==> src/rtl/core/qph_pkg.sv <==
// ----------------------------------------------------------------------------
// qph_pkg
// Shared sizes, operation codes and the command record passed from the
// front part to the back part of the quadratic probe hash table.
// ----------------------------------------------------------------------------
package qph_pkg;

    localparam int TABLE_SIZE  = 16;
    localparam int SLOT_W      = $clog2(TABLE_SIZE);
    localparam int KEY_W       = 31;
    localparam int OP_W        = 2;
    localparam int SLOT_FLD_W  = 4;
    localparam int QUEUE_DEPTH = 2;
    localparam int QPTR_W      = $clog2(QUEUE_DEPTH);
    localparam int QCNT_W      = $clog2(QUEUE_DEPTH + 1);

    localparam logic [OP_W-1:0] OP_INSERT = 2'd0;
    localparam logic [OP_W-1:0] OP_SEARCH = 2'd1;
    localparam logic [OP_W-1:0] OP_DELETE = 2'd2;

    localparam logic STATUS_OK   = 1'b0;
    localparam logic STATUS_MISS = 1'b1;

    typedef enum logic [1:0] {
        CMD_INSERT,
        CMD_SEARCH,
        CMD_DELETE,
        CMD_NOP
    } t_cmd_op;

    typedef struct packed {
        t_cmd_op           op;
        logic [KEY_W-1:0]  key;
        logic [SLOT_W-1:0] home;
    } t_cmd;

    function automatic logic [SLOT_FLD_W-1:0] slot_field(input logic [SLOT_W-1:0] slot);
        logic [SLOT_W+SLOT_FLD_W-1:0] wide;
        wide = {{SLOT_FLD_W{1'b0}}, slot};
        return wide[SLOT_FLD_W-1:0];
    endfunction

endpackage

==> src/rtl/core/qph_ram.sv <==
// ----------------------------------------------------------------------------
// qph_ram
// Generic single-write, single-read RAM with a registered read port.
// ----------------------------------------------------------------------------
module qph_ram #(
    parameter int WIDTH = 8,
    parameter int DEPTH = 16
) (
    input  logic                     i_clk,
    input  logic                     i_we,
    input  logic [$clog2(DEPTH)-1:0] i_waddr,
    input  logic [WIDTH-1:0]         i_wdata,
    input  logic [$clog2(DEPTH)-1:0] i_raddr,
    output logic [WIDTH-1:0]         o_rdata
);

    logic [WIDTH-1:0] r_mem [DEPTH];
    logic [WIDTH-1:0] r_rdata;

    always_ff @(posedge i_clk) begin
        if (i_we) begin
            r_mem[i_waddr] <= i_wdata;
        end
        r_rdata <= r_mem[i_raddr];
    end

    assign o_rdata = r_rdata;

endmodule

==> src/rtl/core/qph_front.sv <==
// ----------------------------------------------------------------------------
// qph_front
// Accepts requests, decodes the operation and takes the home slot from the
// low key bits, then pushes the command into the queue.
// ----------------------------------------------------------------------------
module qph_front import qph_pkg::*; (
    input  logic             i_clk,
    input  logic             i_rst_n,
    input  logic             i_in_valid,
    output logic             o_in_stall,
    input  logic [OP_W-1:0]  i_op,
    input  logic [KEY_W-1:0] i_key_value,
    input  logic             i_full,
    output logic             o_push,
    output t_cmd             o_cmd
);

    typedef enum logic [1:0] {
        F_IDLE = 2'b01,
        F_PUSH = 2'b10
    } t_fstate;

    t_fstate           r_state, n_state;
    t_cmd_op           r_op;
    logic [KEY_W-1:0]  r_key;
    logic [SLOT_W-1:0] r_home, n_home;
    logic              accept;
    t_cmd_op           dec_op;

    always_comb begin
        case (i_op)
            OP_INSERT: dec_op = CMD_INSERT;
            OP_SEARCH: dec_op = CMD_SEARCH;
            OP_DELETE: dec_op = CMD_DELETE;
            default:   dec_op = CMD_NOP;
        endcase
    end

    assign n_home = SLOT_W'(i_key_value % KEY_W'(TABLE_SIZE));

    assign accept     = (r_state == F_IDLE) && i_in_valid;
    assign o_in_stall = (r_state != F_IDLE);
    assign o_push     = (r_state == F_PUSH) && !i_full;
    assign o_cmd      = '{op: r_op, key: r_key, home: r_home};

    always_comb begin
        n_state = r_state;
        case (r_state)
            F_IDLE: begin
                if (i_in_valid) n_state = F_PUSH;
            end
            F_PUSH: begin
                if (!i_full) n_state = F_IDLE;
            end
            default: n_state = F_IDLE;
        endcase
    end

    always_ff @(posedge i_clk) begin
        if (!i_rst_n) begin
            r_state <= F_IDLE;
        end else begin
            r_state <= n_state;
        end
    end

    always_ff @(posedge i_clk) begin
        if (accept) begin
            r_op   <= dec_op;
            r_key  <= i_key_value;
            r_home <= n_home;
        end
    end

endmodule

==> src/rtl/core/qph_fifo.sv <==
// ----------------------------------------------------------------------------
// qph_fifo
// Short command queue between the front and back parts.
// ----------------------------------------------------------------------------
module qph_fifo import qph_pkg::*; (
    input  logic i_clk,
    input  logic i_rst_n,
    input  logic i_push,
    input  t_cmd i_cmd,
    input  logic i_pop,
    output logic o_empty,
    output logic o_full,
    output t_cmd o_head
);

    t_cmd              r_buf [QUEUE_DEPTH];
    logic [QPTR_W-1:0] r_wptr, r_rptr;
    logic [QCNT_W-1:0] r_count;

    function automatic logic [QPTR_W-1:0] ptr_next(input logic [QPTR_W-1:0] p);
        return (p == QPTR_W'(QUEUE_DEPTH - 1)) ? '0 : p + 1'b1;
    endfunction

    assign o_empty = (r_count == '0);
    assign o_full  = (r_count == QCNT_W'(QUEUE_DEPTH));
    assign o_head  = r_buf[r_rptr];

    always_ff @(posedge i_clk) begin
        if (!i_rst_n) begin
            r_wptr  <= '0;
            r_rptr  <= '0;
            r_count <= '0;
        end else begin
            if (i_push) r_wptr <= ptr_next(r_wptr);
            if (i_pop)  r_rptr <= ptr_next(r_rptr);
            case ({i_push, i_pop})
                2'b10:   r_count <= r_count + 1'b1;
                2'b01:   r_count <= r_count - 1'b1;
                default: r_count <= r_count;
            endcase
        end
    end

    always_ff @(posedge i_clk) begin
        if (i_push) r_buf[r_wptr] <= i_cmd;
    end

`ifndef NO_ASSERTIONS
    a_no_overflow: assert property (@(posedge i_clk) disable iff (!i_rst_n)
        i_push |-> (!o_full || i_pop))
        else $error("queue push while full");
    a_no_underflow: assert property (@(posedge i_clk) disable iff (!i_rst_n)
        i_pop |-> !o_empty)
        else $error("queue pop while empty");
`endif

endmodule

==> src/rtl/core/qph_back.sv <==
// ----------------------------------------------------------------------------
// qph_back
// Walks the quadratic probe sequence one slot per cycle against the key
// RAM and valid bits, updates the table and registers the result.
// ----------------------------------------------------------------------------
module qph_back import qph_pkg::*; (
    input  logic                  i_clk,
    input  logic                  i_rst_n,
    input  logic                  i_empty,
    input  t_cmd                  i_head,
    output logic                  o_pop,
    output logic                  o_out_valid,
    input  logic                  i_out_stall,
    output logic                  o_status,
    output logic [SLOT_FLD_W-1:0] o_slot_index
);

    typedef enum logic [2:0] {
        B_IDLE  = 3'b001,
        B_PROBE = 3'b010,
        B_DRAIN = 3'b100
    } t_bstate;

    localparam logic [SLOT_W:0] N_EXT = (SLOT_W + 1)'(TABLE_SIZE);

    t_bstate               r_state;
    t_cmd_op               r_op;
    logic [KEY_W-1:0]      r_key;
    logic [SLOT_W-1:0]     r_addr, r_step, r_cnt, n_addr, n_step;
    logic                  r_chk_vld, r_chk_valid;
    logic [SLOT_W-1:0]     r_chk_slot;
    logic [TABLE_SIZE-1:0] r_slot_valid;
    logic                  r_out_valid, r_status;
    logic [SLOT_FLD_W-1:0] r_slot_index;
    logic [KEY_W-1:0]      ram_rdata;
    logic [SLOT_W:0]       addr_sum, step_sum;
    logic                  hit, finish, out_free, last_probe, ram_we, produce;

    always_comb begin
        addr_sum = {1'b0, r_addr} + {1'b0, r_step};
        addr_sum = (addr_sum >= N_EXT) ? addr_sum - N_EXT : addr_sum;
        n_addr   = addr_sum[SLOT_W-1:0];
        step_sum = {1'b0, r_step} + (SLOT_W + 1)'(2);
        step_sum = (step_sum >= N_EXT) ? step_sum - N_EXT : step_sum;
        n_step   = step_sum[SLOT_W-1:0];
    end

    assign hit = r_chk_vld && ((r_op == CMD_INSERT) ? !r_chk_valid
                                : (r_chk_valid && (ram_rdata == r_key)));
    assign finish     = ((r_state == B_PROBE) && hit) || (r_state == B_DRAIN);
    assign out_free   = !r_out_valid || !i_out_stall;
    assign o_pop      = (r_state == B_IDLE) && !i_empty && out_free;
    assign last_probe = (r_cnt == SLOT_W'(TABLE_SIZE - 1));
    assign ram_we     = finish && hit && (r_op == CMD_INSERT);
    assign produce    = finish || (o_pop && (i_head.op == CMD_NOP));

    qph_ram #(
        .WIDTH (KEY_W),
        .DEPTH (TABLE_SIZE)
    ) u_keys (
        .i_clk   (i_clk),
        .i_we    (ram_we),
        .i_waddr (r_chk_slot),
        .i_wdata (r_key),
        .i_raddr (r_addr),
        .o_rdata (ram_rdata)
    );

    always_ff @(posedge i_clk) begin
        if (!i_rst_n) begin
            r_state      <= B_IDLE;
            r_chk_vld    <= 1'b0;
            r_slot_valid <= '0;
            r_out_valid  <= 1'b0;
        end else begin
            if (produce) begin
                r_out_valid <= 1'b1;
            end else if (!i_out_stall) begin
                r_out_valid <= 1'b0;
            end
            case (r_state)
                B_IDLE: begin
                    r_chk_vld <= 1'b0;
                    if (o_pop && (i_head.op != CMD_NOP)) begin
                        r_state <= B_PROBE;
                    end
                end
                B_PROBE: begin
                    r_chk_vld <= !hit;
                    if (hit) begin
                        r_state <= B_IDLE;
                    end else if (last_probe) begin
                        r_state <= B_DRAIN;
                    end
                end
                B_DRAIN: begin
                    r_state   <= B_IDLE;
                    r_chk_vld <= 1'b0;
                end
                default: begin
                    r_state <= B_IDLE;
                end
            endcase
            if (finish && hit) begin
                if (r_op == CMD_INSERT) r_slot_valid[r_chk_slot] <= 1'b1;
                if (r_op == CMD_DELETE) r_slot_valid[r_chk_slot] <= 1'b0;
            end
        end
    end

    always_ff @(posedge i_clk) begin
        if (o_pop) begin
            r_op   <= i_head.op;
            r_key  <= i_head.key;
            r_addr <= i_head.home;
            r_step <= SLOT_W'(1);
            r_cnt  <= '0;
            if (i_head.op == CMD_NOP) begin
                r_status     <= STATUS_MISS;
                r_slot_index <= '0;
            end
        end else if (r_state == B_PROBE) begin
            r_addr <= n_addr;
            r_step <= n_step;
            r_cnt  <= r_cnt + 1'b1;
        end
        if (r_state == B_PROBE) begin
            r_chk_slot  <= r_addr;
            r_chk_valid <= r_slot_valid[r_addr];
        end
        if (finish) begin
            r_status     <= hit ? STATUS_OK : STATUS_MISS;
            r_slot_index <= hit ? slot_field(r_chk_slot) : '0;
        end
    end

    assign o_out_valid  = r_out_valid;
    assign o_status     = r_status;
    assign o_slot_index = r_slot_index;

`ifndef NO_ASSERTIONS
    a_insert_sets: assert property (@(posedge i_clk) disable iff (!i_rst_n)
        (finish && hit && r_op == CMD_INSERT) |=> r_slot_valid[$past(r_chk_slot)])
        else $error("insert did not mark its slot");
    a_delete_clears: assert property (@(posedge i_clk) disable iff (!i_rst_n)
        (finish && hit && r_op == CMD_DELETE) |=> !r_slot_valid[$past(r_chk_slot)])
        else $error("delete did not free its slot");
    a_addr_range: assert property (@(posedge i_clk) disable iff (!i_rst_n)
        (r_state != B_IDLE) |-> ({1'b0, r_addr} < N_EXT))
        else $error("probe address out of range");
    a_miss_zero: assert property (@(posedge i_clk) disable iff (!i_rst_n)
        (o_out_valid && o_status == STATUS_MISS) |-> (o_slot_index == '0))
        else $error("miss result with nonzero slot");
`endif

endmodule

==> src/rtl/core/quadratic_probe_hash_table.sv <==
// ----------------------------------------------------------------------------
// quadratic_probe_hash_table
// Open-addressing hash table with quadratic probing: insert, search and
// delete of 31-bit keys over TABLE_SIZE slots.
//
//   channel  direction  handshake               payload
//   in       input      i_in_valid/o_in_stall   i_op, i_key_value
//   out      output     o_out_valid/i_out_stall o_status, o_slot_index
//
// Front: one request at a time (accept with the home slot taken from the low
// key bits, queue push). Back: the unused code gives a miss without probing;
// the others probe one slot per cycle through the registered key RAM.
// Sustained rate is set by the back.
// Synchronous active-low reset clears all valid bits at once.
// A stalled output holds the result; the two-entry queue keeps the front busy.
// ----------------------------------------------------------------------------
module quadratic_probe_hash_table import qph_pkg::*; (
    input  logic                  i_clk,
    input  logic                  i_rst_n,
    input  logic                  i_in_valid,
    output logic                  o_in_stall,
    input  logic [OP_W-1:0]       i_op,
    input  logic [KEY_W-1:0]      i_key_value,
    output logic                  o_out_valid,
    input  logic                  i_out_stall,
    output logic                  o_status,
    output logic [SLOT_FLD_W-1:0] o_slot_index
);

    t_cmd push_cmd, head_cmd;
    logic push, pop, q_empty, q_full;

    qph_front u_front (
        .i_clk       (i_clk),
        .i_rst_n     (i_rst_n),
        .i_in_valid  (i_in_valid),
        .o_in_stall  (o_in_stall),
        .i_op        (i_op),
        .i_key_value (i_key_value),
        .i_full      (q_full),
        .o_push      (push),
        .o_cmd       (push_cmd)
    );

    qph_fifo u_fifo (
        .i_clk   (i_clk),
        .i_rst_n (i_rst_n),
        .i_push  (push),
        .i_cmd   (push_cmd),
        .i_pop   (pop),
        .o_empty (q_empty),
        .o_full  (q_full),
        .o_head  (head_cmd)
    );

    qph_back u_back (
        .i_clk        (i_clk),
        .i_rst_n      (i_rst_n),
        .i_empty      (q_empty),
        .i_head       (head_cmd),
        .o_pop        (pop),
        .o_out_valid  (o_out_valid),
        .i_out_stall  (i_out_stall),
        .o_status     (o_status),
        .o_slot_index (o_slot_index)
    );

endmodule

==> config.mk <==
export PLATFORM = sky130hd
export DESIGN_NAME = quadratic_probe_hash_table
export DESIGN_NICKNAME = d
export VERILOG_FILES = /design/src/rtl/core/qph_pkg.sv /design/src/rtl/core/qph_ram.sv /design/src/rtl/core/qph_front.sv /design/src/rtl/core/qph_fifo.sv /design/src/rtl/core/qph_back.sv /design/src/rtl/core/quadratic_probe_hash_table.sv
export SDC_FILE = /design/constraint.sdc
export NUM_CORES = 1
export LEC_CHECK = 0
export CAP_MARGIN = 20
export CORE_MARGIN = 5
export CORE_UTILIZATION = 38
export CTS_BUF_LIST = sky130_fd_sc_hd__clkbuf_2 sky130_fd_sc_hd__clkbuf_4 sky130_fd_sc_hd__clkbuf_8
export CTS_CLUSTER_DIAMETER = 120
export DETAILED_ROUTE_END_ITERATION = 8
export DONT_BUFFER_PORTS = 1
export PLACE_DENSITY = 0.6
export REMOVE_ABC_BUFFERS = 1
export SLEW_MARGIN = 20
export SYNTH_ARGS = -nofsm -noshare
export SYNTH_HDL_FRONTEND = slang
export SYNTH_SLANG_ARGS = --single-unit
==> constraint.sdc <==
create_clock -name i_clk -period 4.7 [get_ports i_clk]
set_input_delay 0.47 -clock i_clk [delete_from_list [all_inputs] [get_ports i_clk]]
set_output_delay 0.47 -clock i_clk [all_outputs]
set_load 0.02 [all_outputs]
=== After elaboration in Yosys (flattened, before gate mapping) ===
Memory sizes are Yosys's and may differ from the RTL's. A register that Yosys moved wholly into a read port is not among the register bits.
Cells that the tools add are included.

* Div/mod/pow operators: 0
* Equality and inequality tests: 21
* Magnitude comparators: 5
* Multipliers: 0
* Add/sub/neg operators: 9
* Bitwise logic cells: 3
* Reduce and logical (&&, ||, !) cells: 33
* Muxes and demuxes: 41
* Shift operators: 0

{| class="wikitable"
|+ Operators with widths
! operator !! count
|-
| 16-bit two-way mux || 4
|-
| 4-bit two-way mux || 8
|-
| 31-bit equality test || 1
|-
| 1-bit two-way mux || 17
|-
| 16-bit AND || 1
|-
| 16-bit inverter || 1
|-
| 16-bit OR || 1
|-
| 2-bit equality test, second input constant || 6
|-
| 1-bit logical AND || 12
|-
| 5-bit greater-or-equal comparator, second input constant || 2
|-
| 4-bit by 5-bit less-than comparator with 1-bit output, second input constant || 2
|-
| 2-bit nonzero test || 5
|-
| 3-bit two-way mux || 3
|-
| 2-bit != test, second input constant || 4
|-
| 2-bit one-hot mux with 2 select lines || 2
|-
| 4-bit by 1-bit subtractor with 4-bit output, second input constant || 2
|-
| 2-bit by 1-bit equality test with 1-bit output, second input constant || 3
|-
| 1-bit logical NOT || 6
|-
| 2-bit logical NOT || 3
|-
| 2-bit one-hot mux with 3 select lines || 1
|-
| 3-bit one-hot mux with 2 select lines || 1
|-
| 2-bit AND reduction || 3
|-
| 4-bit by 2-bit adder with 5-bit output, second input constant || 1
|-
| 4-bit by 4-bit adder with 5-bit output || 1
|-
| 17 further kinds || 22
|}

* Latch bits: 0
* Flip-flop bits (word level): 119
* Bits in read-only memories: 0
* Memories kept: 2
* Word-level logic and storage cells: 134
* Memory bits (writable): 570
* Bits of input ports: 37

{| class="wikitable"
|+ Memories
! name !! depth !! width !! rd ports !! clocked after Yosys merged registers in !! write ports !! RTL line !! text
|-
| u_back.u_keys.r_mem || 16 || 31 || 1 || 1 || 1 || qph_ram.sv:17 || <nowiki>logic [WIDTH-1:0] r_mem [DEPTH];</nowiki>
|-
| u_fifo.r_buf || 2 || 37 || 1 || 1 || 1 || qph_fifo.sv:16 || <nowiki>t_cmd r_buf [QUEUE_DEPTH];</nowiki>
|}

=== Logic depth before layout (Yosys ltp) ===
Gate-level depths: netlist (run 1).

* Depth after elaboration: 11
* Mapped depth: 8

=== Modules after synthesis ===
A second synthesis (run 1) with hierarchy kept.

* Cells, all modules: 1265
* Area, all modules: 26641.8 um2

{| class="wikitable"
|+ By module, submodules not included
! module !! seq. area each (um2) !! cells each !! times used !! area each (um2)
|-
| qph_ram || 15514.9 || 812 || 1 || 19248.5
|-
| qph_back || 1971.9 || 269 || 1 || 3398.3
|-
| qph_fifo || 2322.2 || 137 || 1 || 2882.8
|-
| qph_front || 1031.0 || 47 || 1 || 1112.3
|}

=== Least setup slack after synthesis (run 1) ===
No wires, ideal clock.

* Path type: reg2reg
* Start point: reg u_back.r_op[1]
* End point: reg u_back.r_slot_valid[8]
* Path slack: 819 ps
* Arrival: 3800 ps
* Stages on the path, launching flop included: 6
* Data required time: 4619 ps
* Cell sequence: edfxtp_1 -> nor4b_2 -> nand4b_1 -> nor3_1 -> o21ai_0 -> a31oi_1

* Cells in the longest elaborated chain, start to end: 6
* Elaborated cells between the ends (all ways): 12

{| class="wikitable"
|+ Ends and longest elaborated chain
! what !! RTL line !! text
|-
| start, declared || qph_back.sv:27 || <nowiki>t_cmd_op r_op;</nowiki>
|-
| start signal, assigned || qph_back.sv:113 || <nowiki>r_op <= i_head.op;</nowiki>
|-
| 2-bit logical NOT || qph_back.sv:48, qph_back.sv:105 ||
|-
| 16-bit two-way mux / 1-bit two-way mux (equally long branches) || qph_back.sv:105, qph_back.sv:48 ||
|-
| 16-bit two-way mux / 1-bit logical AND (equally long branches) || qph_back.sv:104, qph_back.sv:48 ||
|-
| 16-bit two-way mux / 1-bit logical AND (equally long branches) || qph_back.sv:70, qph_back.sv:50 ||
|-
| 16-bit AND (no source line) / 1-bit logical OR (equally long branches) || -- ||
|-
| 16-bit two-way mux / 1-bit logical AND (equally long branches) || qph_back.sv:106, qph_back.sv:104 ||
|-
| end signal, assigned || qph_back.sv:73 || <nowiki>r_slot_valid <= '0;</nowiki>
|-
| end signal, assigned by index || qph_back.sv:105 || <nowiki>if (r_op == CMD_INSERT) r_slot_valid[r_chk_slot] <= 1'b1;</nowiki>
|-
| end signal, assigned by index || qph_back.sv:106 || <nowiki>if (r_op == CMD_DELETE) r_slot_valid[r_chk_slot] <= 1'b0;</nowiki>
|-
| end, declared || qph_back.sv:32 || <nowiki>logic [TABLE_SIZE-1:0] r_slot_valid;</nowiki>
|}

Parallel ways exist; a longest one is shown, timed or not. The select of a mux whose other input is x is not followed.
A chain may end at the register's enable or synchronous reset.

=== Worst setup path after layout (run 1) ===
* Start point: reg u_back.r_op[1]
* End point: mem u_back.u_keys.r_mem[5][24] (netlist bit), enable pin

* Cells in the longest elaborated chain, start to end: 9

{| class="wikitable"
|+ Ends and longest elaborated chain
! what !! RTL line !! text
|-
| 2-bit logical NOT (*) || qph_back.sv:48, qph_back.sv:54 ||
|-
| 1-bit two-way mux || qph_back.sv:48 || <nowiki>assign hit = r_chk_vld && ((r_op == CMD_INSERT) ? !r_chk_valid</nowiki>
|-
| 1-bit logical AND || qph_back.sv:48 ||
|-
| 1-bit logical AND || qph_back.sv:50 || <nowiki>assign finish = ((r_state == B_PROBE) && hit) || (r_state == B_DRAIN);</nowiki>
|-
| 1-bit logical OR || qph_back.sv:50 ||
|-
| 1-bit logical AND || qph_back.sv:54 || <nowiki>assign ram_we = finish && hit && (r_op == CMD_INSERT);</nowiki>
|-
| 1-bit logical AND (*) || qph_back.sv:54 ||
|-
| 1-bit two-way mux (*) || qph_ram.sv:21 || <nowiki>if (i_we) begin</nowiki>
|-
| 1-bit two-way mux (not written as such) (*) || qph_ram.sv:22 || <nowiki>r_mem[i_waddr] <= i_wdata;</nowiki>
|-
| end, declared || qph_ram.sv:17 ||
|}

Every way passes the cells marked *; elsewhere a longest branch is shown, timed or not.

==> key figures, run 1 <==
Yosys
  • Number of warnings issued by yosys: 0
  • Cells after synthesis: 1171
  • Post-synthesis cell area: 0.0262 sq mm
  • Post-synth EDFFs: 642
  • Synthesized flop and latch total: 708
  • Ys flop type: edfxtp_1
  • Yosys top cell by area: edfxtp_1
  • Commonest cells post-synth: edfxtp_1 (642), mux4_2 (160), dfxtp_1 (66)
  • Synth area leaders: edfxtp_1 (74%), mux4_2 (14%), dfxtp_1 (5.0%)
  • Asr flop ratio synth: 0
  • Post-synth top area share: 0.735
  • Post-synthesis sequential area ratio: 0.786
  • Count leader, synth: edfxtp_1
  • Distinct cells, synth: 51
  • Mean area per synthesized cell: 22.4 sq um

Drt
  • WL per Instance: 23.2 um
  • Vias per inst: 5.23
  • Post-route ant nets: 0
  • Starting DRC count in detailed routing: 965
  • Final WL: 53000 um
  • Pre-antenna DRT Iters: 7
  • Vias: 11900
  • # DRC: 0

Placed design
  • PortBufs: 0
  • Detailed placer's ending HPWL: 29200 um
  • Pre-CTS setup slack: 1.49 ns
  • Routability cong.: 0.773
  • Placed cells: 2034

Power
  • P_leak: 9.53 nW
  • PwrDens: 527 mW/mm^2
  • Switching Share: 0.260
  • Peak supply drop: 410 uV
  • Internal power: 11.7 mW
  • P_sw: 4.13 mW
  • Final Power: 15.9 mW
  • Flop pwr share: 0.514
  • Power share of the clock group: 0.325
  • Combinational power share: 0.161

Floorplan
  • CORE AREA: 0.0685 sq mm
  • Starting Density: 0.383
  • Row Count: 96
  • Io pins: 44
  • Die ar.: 0.0744 sq mm
  • Die Span X: 273 um
  • Die H: 273 um

Setup path
  • CP arrival: 3.62 ns
  • Worst-case reg-to-reg path depth: 4
  • Crit-path max cell delay: 0.78 ns
  • CP Class: flop to flop
  • Worst path slowest cell: nor4b_2
  • CP required: 5.04 ns
  • Crit start category: flop
  • Max FO, Critical Path: 17
  • Crit path capture type: flop
  • Worst path cell trace: nor4b_2 -> nand4b_1 -> nor2_4 -> buf_4
  • Reg2reg setup slack: 1.42 ns

Timing
  • Setup-failing EPs final: 0
  • Fmax achieved: 305 MHz
  • TNS Setup: 0 ns
  • RSZ-0062 raised after global routing: no
  • Worst slew margin: 0.337
  • Final worst-path setup slack: 1.42 ns
  • Max-slew violations: 0
  • Fin. Hold Viols: 0
  • Worst-Margin Slew: 0.994 ns
  • Post-layout min period: 3.28 ns
  • Tcrit/Tclk final: 0.698
  • Worst Clk Skew: 0.0258 ns

CTS
  • Root Buffer: clkbuf_8
  • CTS tree: built
  • Worst-Skew Late Latency: 0.70 ns
  • Clock Pin Slew Worst Setup and Hold Paths: 0.06 ns
  • Setup bufs post-CTS: 0
  • Max clock buf depth: 3
  • CTS Buf Count: 112
  • CTS sink count: 708
  • H-tree Lvls: 3

Global routing
  • GRT overflow: 0
  • First-pass GRT wire length: 80500 um
  • Vias in the first global route: 12800
  • Total GRT Usage: 0.144
  • Initial antenna violation count: 1
  • Largest net degree at the start of global routing: 105

Outcome
  • Outcome: completed

Finish
  • Finished Layout Cells: 2282
  • Final nets: 1344
  • Share of layout cells above drive strength 1: 0.315
  • Area growth syn-to-layout: 14.9%

Min path
  • Hold Path Class: primary input to flop
  • Hold path depth: 2

Run
  • Max-cap viol count: 0
## sequential cells by signal (all words and copies together), names as in the netlist, 2 cells and up, named ones only
name	count
u_back.o_slot_index	4
u_back.r_addr	4
u_back.r_chk_slot	4
u_back.r_cnt	4
u_back.r_key	31
u_back.r_op	2
u_back.r_slot_valid	16
u_back.r_state	3
u_back.r_step	3
u_back.u_keys.o_rdata	31
u_back.u_keys.r_mem	496
u_fifo.r_buf	66
u_fifo.r_count	2
u_front.r_home	3
u_front.r_key	28
u_front.r_op	2
u_front.r_state	2
## path summary, 6_finish.rpt
check             startpoint                          to
min               i_in_valid           u_front.r_key[19]
max reg2reg   u_back.r_op[1]  u_back.u_keys.r_mem[5][24]
min reg2reg  u_front.r_op[1]         u_fifo.r_buf[0][36]
max           u_back.r_op[1]  u_back.u_keys.r_mem[5][24]
## per-layer routing
metal,vias up,share of wire,track usage
met5,-,0,0
met4,0,0.020,0.0424
met3,79,0.057,0.0311
met2,353,0.48,0.225
met1,6347,0.44,0.204
li1,5153,-,-
## cells by family after synthesis
| logic type | after synthesis | synth area share |
|---|---|---|
| XOR/XNOR | 44 | 0.0150 |
| adder cells (fa/ha/maj) | 6 | 0.00315 |
| buffers and inverters | 65 | 0.0102 |
| multiplexers | 198 | 0.154 |
| AO/OA/AOI/OAI | 52 | 0.0121 |
| flip-flops | 708 | 0.786 |
| AND/OR/NAND/NOR | 98 | 0.0204 |
## power groups by stage
stage          clock (mW)  sequential, mW  combinational [mW]
3_5_place_dp            0            8.31                2.59
6_report             5.16            8.16                2.56
3_3_place_gp            0            8.28                2.58
5_1_grt              5.65            8.24                2.78
2_1_floorplan           0            8.41                1.83
4_1_cts              5.33            8.18                2.64
## timing repair
item                                   in CTS  in global routing
resized for setup                           0                  0
hold buffers                               35                  0
endpoints found under the hold margin      54                  0
## placed cells by master, fill, tap and decap left out, types with 12 or more instances in the layout
cell type and n:
dlygate4sd3_1 35, nor2_1 20, o21ai_0 19, edfxtp_1 642, nand2_1 12, xor2_1 22, nor2_4 15, buf_4 31
mux2_2 36, a31oi_1 18, mux4_2 160, clkbuf_4 38, dfxtp_1 65, clkinv_1 31, xnor2_1 21, clkbuf_8 122
## worst max-delay path: cells and delay by family, from the launching register on
| family | cells | cell delay [ns] |
|---|---|---|
| buf+inv | 1 | 0.46 |
| flops | 1 | 0.44 |
| simple gates | 3 | 2.00 |
## cell type report
type                       count  area [sq um]
inverter                      13          48.8
fill                        5843         38300
tap                          882          1100
multi-input combinational    398          5490
sequential                   708         20600
antenna                        1          2.50
clock inverter                52           307
clock buffer                 160          1960
timing repair buffer          68           623
## stage by stage
step            util  cell area (sq um)  hold WS [ns]
2_1_floorplan      -              26000         0.421
3_3_place_gp   0.402              27500         0.424
3_5_place_dp   0.402              27500         0.430
4_1_cts        0.440              30100        0.0780
5_1_grt        0.440              30100         0.113
6_report       0.440              30100         0.153
Power figures use the tool's default switching activity.
==> run 2: changes to the inputs <==
clock period = 3.4 ns   (was 4.7 ns; I/O delays follow)
==> key figures, run 2 (synthesized netlist as in run 1, its figures left out) <==
Power
  • Peak supply drop: 536 uV (+31%)
  • Final Power: 22.6 mW (+42%)
  • P_leak: 9.76 nW (+2.4%)
  • PwrDens: 739 mW/mm^2 (+40%)

Timing
  • Worst slew margin: 0.377 (+0.0399)
  • Fin. Hold Viols: 0 (unchanged)
  • Worst Clk Skew: 0.0329 ns (+0.00710 ns)
  • Setup-failing EPs final: 0 (unchanged)
  • Worst-Margin Slew: 0.932 ns (-0.0621 ns)
  • Max-slew violations: 0 (unchanged)
  • Fmax achieved: 355 MHz (+16%)
  • Tcrit/Tclk final: 0.828 (+0.130)
  • RSZ-0062 raised after global routing: no
  • Post-layout min period: 2.82 ns (-0.464 ns)

Placed design
  • Detailed placer's ending HPWL: 31900 um (+9.2%)
  • PortBufs: 0 (unchanged)
  • Routability cong.: 0.777 (+0.45%)

Floorplan
  • Row Count: 96 (unchanged)
  • Io pins: 44 (unchanged)
  • Die H: 273 um (unchanged)
  • Die Span X: 273 um (unchanged)
  • CORE AREA: 0.0685 sq mm (unchanged)
  • Starting Density: 0.383 (unchanged)
  • Die ar.: 0.0744 sq mm (unchanged)

CTS
  • Clock Pin Slew Worst Setup and Hold Paths: 0.06 ns (about the same)
  • H-tree Lvls: 3 (unchanged)
  • Worst-Skew Late Latency: 0.71 ns (about the same)
  • CTS Buf Count: 109 (-2.7%)
  • Setup bufs post-CTS: 0 (unchanged)
  • Max clock buf depth: 3 (unchanged)
  • CTS tree: built
  • CTS sink count: 708 (unchanged)
  • Root Buffer: clkbuf_8

Setup path
  • Worst path cell trace: xor2_1 -> nor4_1 -> buf_4 -> and4_1 -> nand3_1 -> a21o_2
  • CP required: 3.87 ns (-1.17 ns)
  • R2R Path Start: u_back.r_key[14]
  • Worst path slowest cell: nor4_1
  • Crit start category: flop
  • Reg2reg setup slack: 0.58 ns (-0.84 ns)
  • Max FO, Critical Path: 17 (unchanged)
  • Crit path capture type: flop
  • Setup crit start: u_back.r_key[14]
  • Top delay family on crit path: simple AND/OR/NAND/NOR gates
  • CP arrival: 3.29 ns (-0.33 ns)
  • Worst path bufs/invs: 1 (unchanged)
  • CP Class: flop to flop
  • Crit-path max cell delay: 0.62 ns (-0.16 ns)

Drt
  • Vias per inst: 5.26 (+0.66%)
  • Final WL: 56200 um (+6.0%)
  • Post-route ant nets: 0 (unchanged)
  • Vias: 12100 (+1.2%)
  • Starting DRC count in detailed routing: 1045 (+8.3%)
  • WL per Instance: 24.5 um (+5.4%)
  • Pre-antenna DRT Iters: 5 (-2)
  • # DRC: 0 (unchanged)

Finish
  • Area occupied by registers: 0.0206 sq mm (unchanged)
  • Layout Utilization: 0.447 (+0.00704)
  • Final nets: 1359 (+1.1%)
  • Top Registers: u_back.u_keys.r_mem (496), u_fifo.r_buf (66)
  • Commonest non-fill, non-tap cells in the layout: edfxtp_1 (642), mux4_2 (160), clkbuf_8 (133), dfxtp_1 (65), clkbuf_4 (41)
  • Reg with most FFs: u_back.u_keys.r_mem
  • Commonest non-fill, non-tap cell in the layout: edfxtp_1
  • Antenna cells: 0 (-1)
  • Multi-input logic area: 0.00549 sq mm (unchanged)
  • Area growth syn-to-layout: 16.8%
  • Max reg flops: 496 (unchanged)
  • Fillers: 5811 (-0.55%)
  • Share of layout cells above drive strength 1: 0.332 (+0.0167)

Global routing
  • Total GRT Usage: 0.152 (+0.00852)
  • GRT overflow: 0 (unchanged)
  • Vias in the first global route: 13000 (+1.5%)
  • Largest net degree at the start of global routing: 91 (-13%)
  • Initial antenna violation count: 1 (unchanged)
  • First-pass GRT wire length: 84200 um (+4.5%)

Min path
  • Hold Path Class: primary input to flop
  • Hold wc startpoint: i_op[0]

Run
  • Max-cap viol count: 0 (unchanged)

Outcome
  • Outcome: completed
## run 2: power by group
group	total, mW	leakage [nW]	switching (mW)	internal [mW]
sequential	11.2	6.34	0.675	10.5
combinational	3.94	2.15	1.97	1.96
clock	7.52	1.27	3.22	4.29
total	22.6	9.76	5.87	16.8
## run 2: final cells by class
cell class / instances / area share
flip-flops and latches: 708 / 0.673
multi-input cells: 398 / 0.179
clock buffers: 174 / 0.0698
well taps: 882 / 0.0360
repair buffers: 86 / 0.0318
clock inverters: 34 / 0.00870
inverters: 13 / 0.00159
## run 2: final timing paths
kind                         endpoint  cells after the start
hold / removal        u_front.r_op[0]                      1
setup reg to reg      u_back.o_status                      6
setup / recovery      u_back.o_status                      6
hold reg to reg   u_fifo.r_buf[1][12]                      0
## run 2: stage by stage
step / setup TNS [ns] / area, sq um / cells / hold slack (ns) / setup WS [ns]
global placement: 0 / 27900 / 2051 / 0.424 / 0.541
floorplan: -164.80 / 26000 / 1119 / 0.421 / -3.18
finish: 0 / 30600 / 2295 / 0.246 / 0.584
global route: 0 / 30600 / 2295 / 0.207 / 0.431
detailed placement: 0 / 27900 / 2051 / 0.430 / 0.495
CTS: 0 / 30600 / 2295 / 0.179 / 0.467
## run 2: repair_timing
action,4_1_cts,5_1_grt
endpoints found under the hold margin,67,0
setup endpoints to repair,0,0
resized for setup,0,0
hold buffers,36,0
## run 2: per-layer routing
layer / share of wire / GRT usage
met5: 0.00023 / 0
met3: 0.062 / 0.0372
met2: 0.48 / 0.240
met1: 0.44 / 0.211
met4: 0.019 / 0.0478
==> run 3: changes to the inputs <==
ABC_AREA = 1   (was unset)
PLACE_DENSITY = 0.62   (was 0.6)
clock period = 2.4 ns   (was 3.4 ns; I/O delays follow)
==> key figures, run 3 <==
Yosys
  • Commonest cells post-synth: edfxtp_1 (642), nor2_1 (314), o21ai_0 (277)
  • Synthesized flop and latch total: 708 (unchanged)
  • Ys flop type: edfxtp_1
  • Synth area leaders: edfxtp_1 (71%), o21ai_0 (5.1%), dfxtp_1 (4.8%)
  • Post-synthesis sequential area ratio: 0.755 (-0.0302)
  • Cells after synthesis: 2056 (+76%)
  • Yosys top cell by area: edfxtp_1
  • Number of warnings issued by yosys: 0 (unchanged)
  • Distinct cells, synth: 36 (-29%)
  • Post-synth EDFFs: 642 (unchanged)
  • Asr flop ratio synth: 0 (unchanged)
  • Post-synthesis cell area: 0.0273 sq mm (+4.0%)
  • Count leader, synth: edfxtp_1
  • Post-synth top area share: 0.707 (-0.0283)
  • Mean area per synthesized cell: 13.3 sq um (-41%)

Power
  • Final Power: 33.7 mW (+49%)
  • Switching Share: 0.317 (+0.0576)
  • P_sw: 10.7 mW (+82%)
  • P_leak: 11.7 nW (+20%)
  • Internal power: 23.0 mW (+38%)
  • PwrDens: 999 mW/mm^2 (+35%)
  • Combinational power share: 0.243 (+0.069)
  • Power share of the clock group: 0.305 (-0.027)
  • Flop pwr share: 0.452 (-0.042)
  • Peak supply drop: 634 uV (+18%)

Timing
  • Post-layout min period: 2.56 ns (-0.260 ns)
  • Max-slew violations: 0 (unchanged)
  • Worst-Margin Slew: 1.01 ns (+0.0739 ns)
  • Tcrit/Tclk final: 1.07 (+0.237)
  • Setup-failing EPs final: 417 (+417)
  • Worst Clk Skew: 0.0448 ns (+0.0119 ns)
  • RSZ-0062 raised after global routing: yes
  • Worst slew margin: 0.327 (-0.0500)
  • Final worst-path setup slack: -0.156 ns (-0.740 ns)
  • Fmax achieved: 391 MHz (+10%)
  • Fin. Hold Viols: 0 (unchanged)

Global routing
  • Largest net degree at the start of global routing: 103 (+13%)
  • Initial antenna violation count: 0 (-1)
  • GRT overflow: 0 (unchanged)
  • First-pass GRT wire length: 103000 um (+22%)
  • Vias in the first global route: 17200 (+33%)
  • Total GRT Usage: 0.171 (+0.0190)

Placed design
  • Routability cong.: 0.853 (+9.9%)
  • Detailed placer's ending HPWL: 40600 um (+27%)
  • Pre-CTS setup slack: -0.212 ns (-0.708 ns)
  • Placement Cell Area: 0.0295 sq mm (+5.9%)
  • PortBufs: 0 (unchanged)

Setup path
  • Max FO, Critical Path: 6 (-11)
  • Worst path bufs/invs: 6 (+5)
  • CP Class: flop to flop
  • Crit-path max cell delay: 0.50 ns (-0.12 ns)
  • Worst path cell trace: inv_1 -> nand2_1 -> nand2_1 -> inv_1 -> nand2_2 -> nor2_4 -> nand2_4 -> nor2_4 -> nand2_4 -> nand2_4 -> nand4_4 -> buf_12 -> buf_16 -> nor2_4 -> buf_12 -> clkbuf_16
  • Crit start category: flop
  • CP required: 2.84 ns (-1.03 ns)
  • Top delay family on crit path: simple AND/OR/NAND/NOR gates
  • Worst path slowest cell: edfxtp_1
  • Crit path capture type: flop
  • CP arrival: 3.00 ns (-0.29 ns)

Drt
  • Pre-antenna DRT Iters: 6 (+1)
  • Final WL: 75000 um (+33%)
  • Starting DRC count in detailed routing: 1832 (+75%)
  • Vias: 17800 (+48%)
  • Vias per inst: 5.38 (+2.2%)
  • Post-route ant nets: 0 (unchanged)
  • WL per Instance: 22.6 um (-7.7%)
  • # DRC: 0 (unchanged)

Floorplan
  • Starting Density: 0.382 (-0.000843)
  • CORE AREA: 0.0714 sq mm (+4.2%)
  • Die Span X: 278 um (+1.9%)
  • Die H: 278 um (+1.9%)
  • Row Count: 98 (+2.1%)
  • Die ar.: 0.0772 sq mm (+3.9%)
  • Io pins: 44 (unchanged)

CTS
  • Worst-Skew Late Latency: 0.74 ns (+0.03 ns)
  • Root Buffer: clkbuf_8
  • H-tree Lvls: 3 (unchanged)
  • CTS tree: built
  • CTS Buf Count: 109 (unchanged)
  • Clock Pin Slew Worst Setup and Hold Paths: 0.06 ns (about the same)
  • Max clock buf depth: 3 (unchanged)
  • CTS sink count: 708 (unchanged)

Finish
  • Final nets: 2323 (+71%)
  • Top Registers: u_back.u_keys.r_mem (496), u_fifo.r_buf (66)
  • Share of layout cells above drive strength 1: 0.192 (-0.140)
  • Area growth syn-to-layout: 23.9%
  • Reg with most FFs: u_back.u_keys.r_mem
  • Fillers: 6133 (+5.5%)
  • Antenna cells: 0 (unchanged)
  • Max reg flops: 496 (unchanged)
  • Final instance area: 0.0338 sq mm (+10%)
  • Commonest non-fill, non-tap cell in the layout: edfxtp_1
  • Commonest non-fill, non-tap cells in the layout: edfxtp_1 (642), nor2_1 (289), o21ai_0 (277), nand2_1 (186), clkbuf_8 (114)

Outcome
  • Failing checks: setup timing
  • Outcome: finished, violations left

Min path
  • Hold Path Class: primary input to flop

Run
  • Max-cap viol count: 0 (unchanged)
run 3: cell type report:
cell class              instances  area [sq um]  area share
inverters                     117           444      0.0131
flip-flops and latches        708         20600       0.610
well taps                     950          1190      0.0352
clock inverters                48           390      0.0116
clock buffers                 151          1850      0.0547
multi-input cells            1111          6000       0.178
repair buffers                233          3310      0.0980
run 3: cells by family (layout without fill, tap and decap cells):
family	count (synthesis)	after routing	share of synthesized area
flops	708	708	0.755
simple gates	581	581	0.0848
compound gates	481	481	0.106
buf+inv	237	549	0.0340
mux	33	33	0.0136
xor+xnor	10	10	0.00321
fa+ha+maj	6	6	0.00303
run 3: final timing paths:
path | cells after the start | endpoint | from | slack (ns)
min | 1 | u_front.r_op[0] | i_op[0] | 0.14
max reg2reg | 16 | u_back.u_keys.r_mem[13][23] | u_back.r_key[21] | -0.16
min reg2reg | 0 | u_fifo.r_buf[1][34] | u_front.r_key[30] | 0.44
max | 16 | u_back.u_keys.r_mem[13][23] | u_back.r_key[21] | -0.16
run 3: routing by layer:
metal | up-vias | GRT usage | share of wire
li1 | 8013 | - | -
met2 | 854 | 0.286 | 0.49
met1 | 8858 | 0.229 | 0.40
met4 | 0 | 0.0563 | 0.027
met3 | 119 | 0.0284 | 0.085
met5 | - | 0 | 0
run 3: power groups by stage:
| stage | clock network, mW | registers, mW | logic, mW |
|---|---|---|---|
| floorplan | 0 | 16.2 | 3.83 |
| global placement | 0 | 15.4 | 7.75 |
| detailed placement | 0 | 15.5 | 7.86 |
| CTS | 10.5 | 15.2 | 8.00 |
| global route | 11.1 | 15.3 | 8.89 |
| finish | 10.3 | 15.3 | 8.20 |
run 3: repair_timing:
item | CTS | global route
cloned | 4 | 38
endpoints found under the hold margin | 66 | 0
setup endpoints to repair | 498 | 506
resized for setup | 24 | 65
buffers inserted | 5 | 24
hold buffers | 36 | 0
pin swaps | 4 | 15
run 3: metrics by stage:
step	TNS, ns	hold slack, ns	std cells	util
final	-28.57	0.138	3318	0.473
after global routing	-57.44	0.103	3318	0.473
after CTS	-18.87	0.0848	3256	0.453
after detailed placement	-74.64	0.339	3013	0.413
after global placement	-76.50	0.331	3013	0.413
after floorplan	-753.25	0.324	1936	-
